File: config.mk
export PLATFORM = sky130hd
export DESIGN_NAME = gradient_ridge_line_scanner
export DESIGN_NICKNAME = d
export VERILOG_FILES = /design/src/rtl/core/grls_pkg.sv /design/src/rtl/core/grls_ram.sv /design/src/rtl/core/grls_front.sv /design/src/rtl/core/grls_fifo.sv /design/src/rtl/core/grls_back.sv /design/src/rtl/core/gradient_ridge_line_scanner.sv
export SDC_FILE = /design/constraint.sdc
export NUM_CORES = 1
export LEC_CHECK = 0
export BUFFER_PORTS_ARGS = -buffer_cell sky130_fd_sc_hd__buf_2
export CAP_MARGIN = 20
export CORE_MARGIN = 4
export CORE_UTILIZATION = 52
export DETAILED_ROUTE_END_ITERATION = 8
export GPL_TIMING_DRIVEN = 0
export PLACE_DENSITY = 0.71
export SKIP_LAST_GASP = 1
export SYNTH_ARGS = -nofsm -noshare
export SYNTH_HDL_FRONTEND = slang
export SYNTH_SLANG_ARGS = --single-unit
File: constraint.sdc
create_clock -name clk_i -period 8.45 [get_ports clk_i]
set_input_delay 0.845 -clock clk_i [delete_from_list [all_inputs] [get_ports clk_i]]
set_output_delay 0.845 -clock clk_i [all_outputs]
set_load 0.02 [all_outputs]
File: src/rtl/core/grls_pkg.sv
package grls_pkg;

  localparam int unsigned MAX_LINE_DEF    = 1024;
  localparam int unsigned MAX_PENDING_DEF = 8;

  localparam int unsigned SAMPLE_W = 16;
  localparam int unsigned THR_W    = 15;
  localparam int unsigned MARK_W   = 10;

  localparam int unsigned JOB_DEPTH = 4;
  localparam int unsigned LVL_W     = $clog2(JOB_DEPTH + 1);

  localparam int unsigned APB_AW = 2;
  localparam int unsigned APB_DW = 32;
  localparam logic [APB_AW-1:0] ADDR_THR = 2'd0;

endpackage

File: src/rtl/core/grls_ram.sv
module grls_ram #(
  parameter int unsigned WIDTH = 10,
  parameter int unsigned DEPTH = 8,
  parameter int unsigned AW    = (DEPTH > 1) ? $clog2(DEPTH) : 1
) (
  input  logic             clk_i,
  input  logic             we_i,
  input  logic [AW-1:0]    waddr_i,
  input  logic [WIDTH-1:0] wdata_i,
  input  logic             re_i,
  input  logic [AW-1:0]    raddr_i,
  output logic [WIDTH-1:0] rdata_o
);

  logic [WIDTH-1:0] mem_q [DEPTH];
  logic [WIDTH-1:0] rdata_q;

  always_ff @(posedge clk_i) begin
    if (we_i) begin
      mem_q[waddr_i] <= wdata_i;
    end
    if (re_i) begin
      rdata_q <= mem_q[raddr_i];
    end
  end

  assign rdata_o = rdata_q;

endmodule

File: src/rtl/core/grls_front.sv
module grls_front #(
  parameter int unsigned MAX_LINE    = grls_pkg::MAX_LINE_DEF,
  parameter int unsigned MAX_PENDING = grls_pkg::MAX_PENDING_DEF,
  parameter int unsigned POS_W       = $clog2(MAX_LINE),
  parameter int unsigned CNT_W       = $clog2(MAX_PENDING + 1),
  parameter int unsigned IDX_W       = (MAX_PENDING > 1) ? $clog2(MAX_PENDING) : 1
) (
  input  logic                          clk_i,
  input  logic                          rst_ni,
  input  logic                          push_i,
  output logic                          full_o,
  input  logic signed [grls_pkg::SAMPLE_W-1:0] sample_i,
  input  logic                          line_end_i,
  input  logic [grls_pkg::THR_W-1:0]    thr_i,
  input  logic [grls_pkg::LVL_W-1:0]    lvl_i,
  output logic                          job_valid_o,
  output logic [POS_W-1:0]              job_start_o,
  output logic [POS_W-1:0]              job_end_o,
  output logic                          job_last_o
);

  typedef enum logic [1:0] {
    ST_IDLE  = 2'b01,
    ST_CLOSE = 2'b10
  } front_state_e;

  front_state_e state_q, state_d;
  logic [CNT_W-1:0] cnt_q, cnt_d, cnt_mid;
  logic [POS_W-1:0] pos_q, pos_d;
  logic [POS_W-1:0] e_q, e_d;
  logic [CNT_W-1:0] n_q, n_d;
  logic [CNT_W-1:0] k_q, k_d;
  logic             rd_vld_q, rd_vld_d;
  logic             rd_last_q, rd_last_d;
  logic [POS_W-1:0] rd_e_q;

  logic signed [grls_pkg::SAMPLE_W:0] g_s, t_s, nt_s;
  logic brk, cls, opn, accept, wr_en, issue;
  logic [grls_pkg::LVL_W:0] inflight;

  assign g_s  = {sample_i[grls_pkg::SAMPLE_W-1], sample_i};
  assign t_s  = {{(grls_pkg::SAMPLE_W + 1 - grls_pkg::THR_W){1'b0}}, thr_i};
  assign nt_s = -t_s;
  assign brk  = g_s > t_s;
  assign cls  = g_s < nt_s;
  assign opn  = !(g_s < t_s);

  assign accept   = push_i && (state_q == ST_IDLE);
  assign full_o   = (state_q != ST_IDLE);
  assign cnt_mid  = (brk || cls) ? '0 : cnt_q;
  assign wr_en    = accept && opn && (cnt_mid < CNT_W'(MAX_PENDING));
  assign inflight = {1'b0, lvl_i} + (grls_pkg::LVL_W + 1)'(rd_vld_q);
  assign issue    = (state_q == ST_CLOSE) &&
                    (inflight < (grls_pkg::LVL_W + 1)'(grls_pkg::JOB_DEPTH));

  always_comb begin
    state_d   = state_q;
    cnt_d     = cnt_q;
    pos_d     = pos_q;
    e_d       = e_q;
    n_d       = n_q;
    k_d       = k_q;
    rd_vld_d  = 1'b0;
    rd_last_d = rd_last_q;
    unique case (state_q)
      ST_IDLE: begin
        if (accept) begin
          cnt_d = cnt_mid + CNT_W'(wr_en);
          if (line_end_i) begin
            cnt_d = '0;
            pos_d = '0;
          end else if (pos_q != POS_W'(MAX_LINE - 1)) begin
            pos_d = pos_q + 1'b1;
          end
          if (cls && (cnt_q != '0)) begin
            state_d = ST_CLOSE;
            e_d     = pos_q;
            n_d     = cnt_q - 1'b1;
            k_d     = '0;
          end
        end
      end
      ST_CLOSE: begin
        if (issue) begin
          rd_vld_d  = 1'b1;
          rd_last_d = (k_q == n_q);
          k_d       = k_q + 1'b1;
          if (k_q == n_q) begin
            state_d = ST_IDLE;
          end
        end
      end
      default: state_d = ST_IDLE;
    endcase
  end

  always_ff @(posedge clk_i or negedge rst_ni) begin
    if (!rst_ni) begin
      state_q  <= ST_IDLE;
      cnt_q    <= '0;
      pos_q    <= '0;
      k_q      <= '0;
      n_q      <= '0;
      rd_vld_q <= 1'b0;
    end else begin
      state_q  <= state_d;
      cnt_q    <= cnt_d;
      pos_q    <= pos_d;
      k_q      <= k_d;
      n_q      <= n_d;
      rd_vld_q <= rd_vld_d;
    end
  end

  always_ff @(posedge clk_i) begin
    e_q       <= e_d;
    rd_last_q <= rd_last_d;
    if (issue) begin
      rd_e_q <= e_q;
    end
  end

  grls_ram #(
    .WIDTH (POS_W),
    .DEPTH (MAX_PENDING),
    .AW    (IDX_W)
  ) u_starts (
    .clk_i   (clk_i),
    .we_i    (wr_en),
    .waddr_i (cnt_mid[IDX_W-1:0]),
    .wdata_i (pos_q),
    .re_i    (issue),
    .raddr_i (k_q[IDX_W-1:0]),
    .rdata_o (job_start_o)
  );

  assign job_valid_o = rd_vld_q;
  assign job_end_o   = rd_e_q;
  assign job_last_o  = rd_last_q;

endmodule

File: src/rtl/core/grls_fifo.sv
module grls_fifo #(
  parameter int unsigned WIDTH = 21,
  parameter int unsigned DEPTH = grls_pkg::JOB_DEPTH,
  parameter int unsigned LW    = $clog2(DEPTH + 1),
  parameter int unsigned PW    = (DEPTH > 1) ? $clog2(DEPTH) : 1
) (
  input  logic             clk_i,
  input  logic             rst_ni,
  input  logic             push_i,
  input  logic [WIDTH-1:0] data_i,
  input  logic             pop_i,
  output logic             valid_o,
  output logic [WIDTH-1:0] data_o,
  output logic [LW-1:0]    level_o
);

  logic [WIDTH-1:0] buf_q [DEPTH];
  logic [PW-1:0]    wp_q, rp_q;
  logic [LW-1:0]    lvl_q;
  logic             do_pop;

  assign valid_o = (lvl_q != '0);
  assign do_pop  = pop_i && valid_o;
  assign data_o  = buf_q[rp_q];
  assign level_o = lvl_q;

  always_ff @(posedge clk_i or negedge rst_ni) begin
    if (!rst_ni) begin
      wp_q  <= '0;
      rp_q  <= '0;
      lvl_q <= '0;
    end else begin
      if (push_i) begin
        wp_q <= (wp_q == PW'(DEPTH - 1)) ? '0 : wp_q + 1'b1;
      end
      if (do_pop) begin
        rp_q <= (rp_q == PW'(DEPTH - 1)) ? '0 : rp_q + 1'b1;
      end
      lvl_q <= lvl_q + LW'(push_i) - LW'(do_pop);
    end
  end

  always_ff @(posedge clk_i) begin
    if (push_i) begin
      buf_q[wp_q] <= data_i;
    end
  end

endmodule

File: src/rtl/core/grls_back.sv
module grls_back #(
  parameter int unsigned POS_W = $clog2(grls_pkg::MAX_LINE_DEF)
) (
  input  logic                        clk_i,
  input  logic                        rst_ni,
  input  logic                        job_valid_i,
  input  logic [POS_W-1:0]            job_start_i,
  input  logic [POS_W-1:0]            job_end_i,
  input  logic                        job_last_i,
  output logic                        job_pop_o,
  input  logic                        pop_i,
  output logic                        empty_o,
  output logic [grls_pkg::MARK_W-1:0] mark_o,
  output logic                        last_o
);

  logic                               out_vld_q;
  logic [grls_pkg::MARK_W-1:0]        mark_q;
  logic                               last_q;
  logic                               take;
  logic [POS_W-1:0]                   span, mid;
  logic [POS_W+grls_pkg::MARK_W-1:0]  mid_x;

  assign take  = job_valid_i && (!out_vld_q || pop_i);
  assign span  = (job_end_i >= job_start_i) ? (job_end_i - job_start_i) : '0;
  assign mid   = job_end_i - (span >> 1);
  assign mid_x = (POS_W + grls_pkg::MARK_W)'(mid);

  always_ff @(posedge clk_i or negedge rst_ni) begin
    if (!rst_ni) begin
      out_vld_q <= 1'b0;
    end else if (take) begin
      out_vld_q <= 1'b1;
    end else if (pop_i) begin
      out_vld_q <= 1'b0;
    end
  end

  always_ff @(posedge clk_i) begin
    if (take) begin
      mark_q <= mid_x[grls_pkg::MARK_W-1:0];
      last_q <= job_last_i;
    end
  end

  assign job_pop_o = take;
  assign empty_o   = !out_vld_q;
  assign mark_o    = mark_q;
  assign last_o    = last_q;

endmodule

File: src/rtl/core/gradient_ridge_line_scanner.sv
// Channel  | Handshake            | Payload
// ---------+----------------------+-------------------------------------
// sample   | push / full          | gradient_sample_i, line_end_i
// mark     | empty / pop          | mark_position_o, last_mark_o
// config   | psel/penable/pwrite  | paddr, pwdata, prdata (threshold)
//
// An item that closes no ridge does not stall the input. A closing item with n
// pending starts holds full while they are read from the start RAM, one start
// read per cycle while the four-entry job queue, with reads in flight, has room.
// Marks pass the start RAM read register, the job queue and the output register.
// Reset clears position, start count, queue and output; start RAM is not cleared.
module gradient_ridge_line_scanner #(
  parameter int unsigned MAX_LINE    = grls_pkg::MAX_LINE_DEF,
  parameter int unsigned MAX_PENDING = grls_pkg::MAX_PENDING_DEF
) (
  input  logic                                clk_i,
  input  logic                                rst_ni,
  input  logic                                push,
  output logic                                full,
  input  logic signed [grls_pkg::SAMPLE_W-1:0] gradient_sample_i,
  input  logic                                line_end_i,
  output logic                                empty,
  input  logic                                pop,
  output logic [grls_pkg::MARK_W-1:0]         mark_position_o,
  output logic                                last_mark_o,
  input  logic                                psel,
  input  logic                                penable,
  input  logic                                pwrite,
  input  logic [grls_pkg::APB_AW-1:0]         paddr,
  input  logic [grls_pkg::APB_DW-1:0]         pwdata,
  output logic [grls_pkg::APB_DW-1:0]         prdata,
  output logic                                pready
);

  localparam int unsigned POS_W = $clog2(MAX_LINE);
  localparam int unsigned JOB_W = 2 * POS_W + 1;

  logic [grls_pkg::THR_W-1:0] thr_q;
  logic                       cfg_wr;

  logic                       job_valid, job_last, q_valid, q_pop;
  logic [POS_W-1:0]           job_start, job_end;
  logic [JOB_W-1:0]           q_data;
  logic [grls_pkg::LVL_W-1:0] q_level;

  assign pready = 1'b1;
  assign cfg_wr = psel && penable && pwrite && pready && (paddr == grls_pkg::ADDR_THR);

  always_ff @(posedge clk_i or negedge rst_ni) begin
    if (!rst_ni) begin
      thr_q <= '0;
    end else if (cfg_wr) begin
      thr_q <= pwdata[grls_pkg::THR_W-1:0];
    end
  end

  assign prdata = (paddr == grls_pkg::ADDR_THR) ?
                  {{(grls_pkg::APB_DW - grls_pkg::THR_W){1'b0}}, thr_q} : '0;

  grls_front #(
    .MAX_LINE    (MAX_LINE),
    .MAX_PENDING (MAX_PENDING),
    .POS_W       (POS_W)
  ) u_front (
    .clk_i       (clk_i),
    .rst_ni      (rst_ni),
    .push_i      (push),
    .full_o      (full),
    .sample_i    (gradient_sample_i),
    .line_end_i  (line_end_i),
    .thr_i       (thr_q),
    .lvl_i       (q_level),
    .job_valid_o (job_valid),
    .job_start_o (job_start),
    .job_end_o   (job_end),
    .job_last_o  (job_last)
  );

  grls_fifo #(
    .WIDTH (JOB_W),
    .DEPTH (grls_pkg::JOB_DEPTH),
    .LW    (grls_pkg::LVL_W)
  ) u_queue (
    .clk_i   (clk_i),
    .rst_ni  (rst_ni),
    .push_i  (job_valid),
    .data_i  ({job_last, job_end, job_start}),
    .pop_i   (q_pop),
    .valid_o (q_valid),
    .data_o  (q_data),
    .level_o (q_level)
  );

  grls_back #(
    .POS_W (POS_W)
  ) u_back (
    .clk_i       (clk_i),
    .rst_ni      (rst_ni),
    .job_valid_i (q_valid),
    .job_start_i (q_data[POS_W-1:0]),
    .job_end_i   (q_data[2*POS_W-1:POS_W]),
    .job_last_i  (q_data[JOB_W-1]),
    .job_pop_o   (q_pop),
    .pop_i       (pop),
    .empty_o     (empty),
    .mark_o      (mark_position_o),
    .last_o      (last_mark_o)
  );

endmodule

Word level (Yosys, flattened, before mapping). Memories as Yosys holds them, arrays and structs flattened. A register that Yosys moved wholly into a read port is not among the register bits. Cells that the tools add are included.

Reduce and logical (&&, ||, !) cells: 26. Add/subtract/negate cells: 12. Order comparisons: 6. Shifts and indexed selects: 0. Equal/unequal tests: 11. Div/mod/pow operators: 0. Multiply operators: 0. Muxes and demuxes: 25. Bitwise logic cells: 0.

Operators by type and width (number): $mux 10 (3); $mux 4 (5); $lt 16x17->1 (1); $neg 15->17 (1); $gt 16x16->1 (1); $lt 16x16->1 (1); $mux 15 (1); $mux 2 (6); $add 10x1->10 const B (1); $ge 10x10->1 (1); $logic_and 1x1->1 (10); $ne 10x10->1 const B (1); $sub 10x10->10 (1); $sub 10x9->10 (1); $mux 1 (8); $pmux 4 s2 (1); $reduce_and 4->1 (2); $eq 2x2->1 const B (3); $ne 2x1->1 const B (3); $reduce_and 3->1 (2); $reduce_bool 2->1 (3); $add 2x1->2 const B (2); $add 3x1->4 (1); $add 4x1->4 (1); other kinds (16) (20).

Register bits after elaboration: 80. Memories: 2. Output and inout bits: 46. Word-level logic and storage cells: 98. Bits in latches: 0. Bits in writable memories: 164. Bits in read-only memories: 0.

Memory list: u_queue.buf_q (depth 4, width 21, rd ports 1, clocked after memory_dff 0, write ports 1, RTL line grls_fifo.sv:17) `logic [WIDTH-1:0] buf_q [DEPTH];`; u_front.u_starts.mem_q (depth 8, width 10, rd ports 1, clocked after memory_dff 1, write ports 1, RTL line grls_ram.sv:15) `logic [WIDTH-1:0] mem_q [DEPTH];`.

Logic depth before layout (Yosys ltp).
Depth after elaboration: 8. Depth in mapped cells: 24. Mapped depth without buffers: 22.

Hierarchy. Synthesis repeated with hierarchy kept, for this count alone.

Cells, all modules: 793. Area total of the unflattened synthesis: 12099.1 um^2.

By module, submodules not included: grls_fifo (seq. area each 2697.6 um^2, area each 3482.1 um^2, cells each 147, times used 1); grls_ram (seq. area each 2702.6 um^2, area each 3433.3 um^2, cells each 138, times used 1); grls_front (seq. area each 1257.5 um^2, area each 2966.6 um^2, cells each 294, times used 1); grls_back (seq. area each 355.3 um^2, area each 1342.5 um^2, cells each 144, times used 1); gradient_ridge_line_scanner (seq. area each 375.4 um^2, area each 874.6 um^2, cells each 70, times used 1).

Least setup slack after synthesis. OpenSTA, ideal clock, no wires.

Kind: reg-to-reg. Start point: register u_queue.rp_q[0]. End point: register u_back.mark_q (netlist bit u_back.mark_o[9]) (data pin). Buffers on the path: 3. Setup slack: 3.901 ns. Period minus slack after synthesis: 4.549 ns. Arrival: 4.283 ns. Library setup time: 0.266 ns. Data required time: 8.184 ns. Cell stages (with the launch flop): 21. Cells stage by stage: dfrtp_1 -> buf_2 -> buf_2 -> mux4_2 -> fa_1 -> a21o_1 -> a21oi_1 -> o22ai_1 -> nor2_1 -> o21ai_0 -> a21o_1 -> clkbuf_1 -> nand2_1 -> ha_1 -> nor2b_1 -> o21ai_0 -> a21boi_0 -> o21ai_0 -> a21oi_1 -> nor4b_1 -> nor4b_1.

Cells in the longest elaborated chain, start to end: 4.

RTL lines: start: declaration (RTL line grls_fifo.sv:18) `logic [PW-1:0] wp_q, rp_q;`; start signal: assignment (RTL line grls_fifo.sv:37) `rp_q <= (rp_q == PW'(DEPTH - 1)) ? '0 : rp_q + 1'b1;`; $mem_v2 4x21 (*); $sub 10x10->10 / $ge 10x10->1 (equally long branches) (RTL line grls_back.sv:25) `assign span = (job_end_i >= job_start_i) ? (job_end_i - job_start_i) : '0;`; $mux 10 (RTL line grls_back.sv:25); $sub 10x9->10 (*) (RTL line grls_back.sv:26) `assign mid = job_end_i - (span >> 1);`; net u_back.mid[9] (RTL line grls_back.sv:21) `logic [POS_W-1:0] span, mid;`; end signal: assignment (RTL line grls_back.sv:41) `mark_q <= mid_x[grls_pkg::MARK_W-1:0];`; end: declaration (RTL line grls_back.sv:18) `logic [grls_pkg::MARK_W-1:0] mark_q;`.

Mark *: on every way through the listed nets, which the timed path passes. The rest lies on a longest branch. A chain may end at the register's enable or synchronous reset.

Final worst setup path. Same ends and word-level chain as after synthesis.

==> qor.yml <==
timing:
  whs_ns: 0.279
  fin_crit_sh_pct: 62.6
  clock-skew-final_ns: 0.0201
  fin_ws_ns: 3.16
  rsz0062_at_grt: "false"
  timing.final.max_slew_violations: 0
  timing.max_slew.rel_slack_pct: 40.4
  report.final.setup_viol: 0
  clock_period_minus_worst_slack_ns: 5.29
  max_freq_ghz: 0.189
  setup_tns_ns: 0
  report.final.hold_viol_count: 0
  worst-slew-pin-transition_ns: 0.885
floorplanning:
  die_area_mm2: 0.0250
  floorplan.io_pins: 104
  std_cell_rows: 54
  die_width_um: 158
  core-area_mm2: 0.0220
  die_h_um: 158
  start_util_pct: 53.3
logic_synthesis:
  syn_avg_cell_area_um2: 14.6
  ys.flop_type: "sky130_fd_sc_hd__edfxtp_1"
  synthesis.area_mm2: 0.0117
  largest_family_of_logic_cells_by_synthesized_area: "multiplexers"
  compound_gate_portion_of_the_synthesized_area_pct: 4.91
  yosys.area_share.simple_pct: 8.42
  async_set_or_reset_register_ratio_after_synthesis_pct: 18.9
  synth-edff-count: 206
  synthesized_instance_count: 802
  post_synth_num_cell_types: 56
  fraction_of_synthesized_area_in_multiplexers_pct: 9.40
  synth-xor-area-share_pct: 2.99
  seq_area_frac_synth_pct: 63.1
  synth-warning-count: 0
  synth_fa_ha_area_share_pct: 7.35
  synth-seq-cells: 254
worst_setup_path:
  worst_path_dominant_cell_family: "compound AO/OA/AOI/OAI gates"
  critPathKind: "reg2reg"
  worst-path-buf-inv: 3
  worst-path-max-fanout: 10
  timing.critical_path.slowest_cell_delay_ns: 0.63
  worstSetupStartpointType: "register"
  critPathSlowestCell: "sky130_fd_sc_hd__mux4_2"
  crit_path_end_kind: "register"
  crit_top_cell: "sky130_fd_sc_hd__o21ai_0"
  worst_ep_required_time_ns: 8.79
  cp_cell_sequence: "buf_2, buf_2, mux4_2, fa_1, a21o_1, a21oi_1, o22ai_1, nor2_1, o21ai_0, a21o_1, clkbuf_1, nand2_1, ha_1, nor2b_1, o21ai_0, a21boi_0, o21ai_0, a21oi_1, and4b_1, nor4b_1"
  cp.arrival_ns: 5.63
grt:
  globalRoute.totalOverflow: 0
  track_usage_pct: 17.3
  grt_pass1_vias: 6644
  first_pass_grt_wire_length_um: 34600
  antenna_found_initial: 0
  grt_start_max_net_pins: 31
clocking:
  ctsHtreeMaxLevel: 1
  cts_hold_repair.buffers: 0
  ctsRootBufferMaster: "sky130_fd_sc_hd__clkbuf_16"
  clock_tree_from_tritoncts: "yes"
  clockBufferDepth: 3
  numClockSinks: 254
  number_of_buffers_created_by_cts: 27
  post_cts_setup_inserts: 0
  clock_insertion_delay_worst_skew_ns: 0.53
  clock_pin_transition_on_the_worst_setup_and_hold_timing_paths_ns: 0.06
  cts_resized: 0
power_and_ir_drop:
  p_per_area_mw_per_mm2: 316
  seqPwrFrac_pct: 37.3
  p_clk_share_pct: 28.3
  switching_power_uw: 1360
  power.share.switching_pct: 31.8
  power.total_uw: 4270
  peakVddDrop_mv: 0.225
  p_leak_uw: 0.00517
  combPwrFrac_pct: 34.4
  power.internal_uw: 2920
placed_design:
  worst_case_setup_slack_after_placement_ns: 3.15
  gp_congestion: 0.887
  port_buffers: 66
  detailed_place_hpwl_um: 14500
  instance_area_after_placement_mm2: 0.0125
routing:
  drt-wirelength-per-cell_um: 17.1
  number_of_vias_after_detailed_routing: 6574
  detail_route.vias_per_cell: 5.38
  antenna_violating_nets_post_route: 0
  route.detailed.drc: 0
  firstDrtPassIters: 4
  drt_iter0_drcs: 387
  finalWirelength_um: 20900
final_layout:
  multi_input_comb_area_mm2: 0.00394
  syn2layout_area_growth_pct: 15.4
  layout.area.seq_mm2: 0.00739
  final_design_area_no_fill_mm2: 0.0135
  drive_above_1_share_pct: 22.2
  num-nets-final: 1045
  fill_cells: 1614
  antennaDiodeCount: 0
run_status:
  run_status: "complete, no violations"
worst_hold_path:
  timing.hold.worst.class: "in2async"
flow_run:
  drv_cap: 0
-- power groups by stage --
| stage | sequential (µW) | combinational [µW] | clock (µW) |
|---|---|---|---|
| floorplan | 1640 | 1130 | 0 |
| global placement | 1620 | 1440 | 0 |
| detailed placement | 1620 | 1480 | 0 |
| CTS | 1600 | 1490 | 1230 |
| global route | 1610 | 1660 | 1290 |
| finish | 1590 | 1470 | 1210 |
-- worst paths after layout --
check	from	end	slack (ns)	cells past startpoint
max	u_queue.rp_q[0]$_DFFE_PN0P_	u_back.mark_o[9]$_DFFE_PP_	3.16	20
max reg2reg	u_queue.rp_q[0]$_DFFE_PN0P_	u_back.mark_o[9]$_DFFE_PP_	3.16	20
min reg2reg	u_front.e_q[7]$_DFFE_PP_	u_front.job_end_o[7]$_DFFE_PP_	0.41	0
max in group asynchronous	rst_ni	u_front.state_q[0]$_DFFE_PN1P_	7.57	2
min	rst_ni	u_front.cnt_q[2]$_DFFE_PN0P_	0.28	1
min in group clk_i	u_front.e_q[7]$_DFFE_PP_	u_front.job_end_o[7]$_DFFE_PP_	0.41	0
-- per-layer routing --
metal  global-route usage (%)  wire length (µm)
met1                     24.1              9480
met2                     29.1             10200
met3                     2.46               741
met4                     4.39               544
met5                        0                 0
-- cell usage after synthesis (all sizes together) (4+ instances only) --
library cell | instances | area share, %
a21oi | 32 | 1.4
nand4 | 8 | 0.43
and3 | 8 | 0.51
mux2 | 14 | 1.3
and4 | 8 | 0.60
xor2 | 20 | 1.5
nor4 | 5 | 0.27
buf | 26 | 1.5
o21ai | 34 | 1.5
nand2b | 7 | 0.37
edfxtp | 206 | 53
o31ai | 4 | 0.37
ha | 64 | 6.8
nor2 | 33 | 1.1
clkbuf | 17 | 0.56
mux4 | 41 | 7.9
nand3 | 12 | 0.51
a21o | 6 | 0.38
nor3 | 26 | 1.1
nor2b | 8 | 0.43
inv | 52 | 1.7
and2 | 8 | 0.43
dfrtp | 47 | 10
nand2 | 57 | 1.8
xnor2 | 20 | 1.5
-- registers in the layout, summed over array words and instances (netlist names), 4 cells and up --
| name | cells |
|---|---|
| u_front.job_end_o | 10 |
| u_queue.buf_q | 84 |
| u_front.k_q | 4 |
| u_front.pos_q | 10 |
| u_front.u_starts.mem_q | 80 |
| u_front.cnt_q | 4 |
| u_front.n_q | 4 |
| u_front.e_q | 10 |
| thr_q | 15 |
| u_front.u_starts.rdata_o | 10 |
| u_back.mark_o | 10 |
-- cells by family after synthesis --
logic type,Yosys count
DFF,254
and+or+nand+nor,193
buffers and inverters,95
AOI/OAI and AO/OA,94
adders and majority gates,67
muxes,57
xor gates and xnor gates,40
other,2
-- stage by stage --
stage / utilization, % / std cells
2_1_floorplan: - / 818
3_3_place_gp: 56.7 / 1164
3_5_place_dp: 56.8 / 1167
4_1_cts: 61.0 / 1217
5_1_grt: 61.5 / 1221
6_report: 61.5 / 1221
-- placed cells by master, fill, tap and decap left out, types with 26 or more instances in the layout --
cell type	instances
sky130_fd_sc_hd__edfxtp_1	206
sky130_fd_sc_hd__buf_2	71
sky130_fd_sc_hd__ha_1	64
sky130_fd_sc_hd__nand2_1	57
sky130_fd_sc_hd__inv_1	52
sky130_fd_sc_hd__dfrtp_1	47
sky130_fd_sc_hd__mux4_2	41
sky130_fd_sc_hd__o21ai_0	34
sky130_fd_sc_hd__nor2_1	32
sky130_fd_sc_hd__a21oi_1	31
sky130_fd_sc_hd__clkbuf_16	27
sky130_fd_sc_hd__nor3_1	26
-- layout make-up --
class                           instances  area share, %
Multi-Input combinational cell        469           29.2
Buffer                                 43           1.81
Clock buffer                           33           5.32
Inverter                               52           1.44
Timing Repair Buffer                   73           3.52
Sequential cell                       254           54.7
Tap cell                              280           2.59
Clock inverter                         17           1.47
Power figures use the tool's default switching activity.
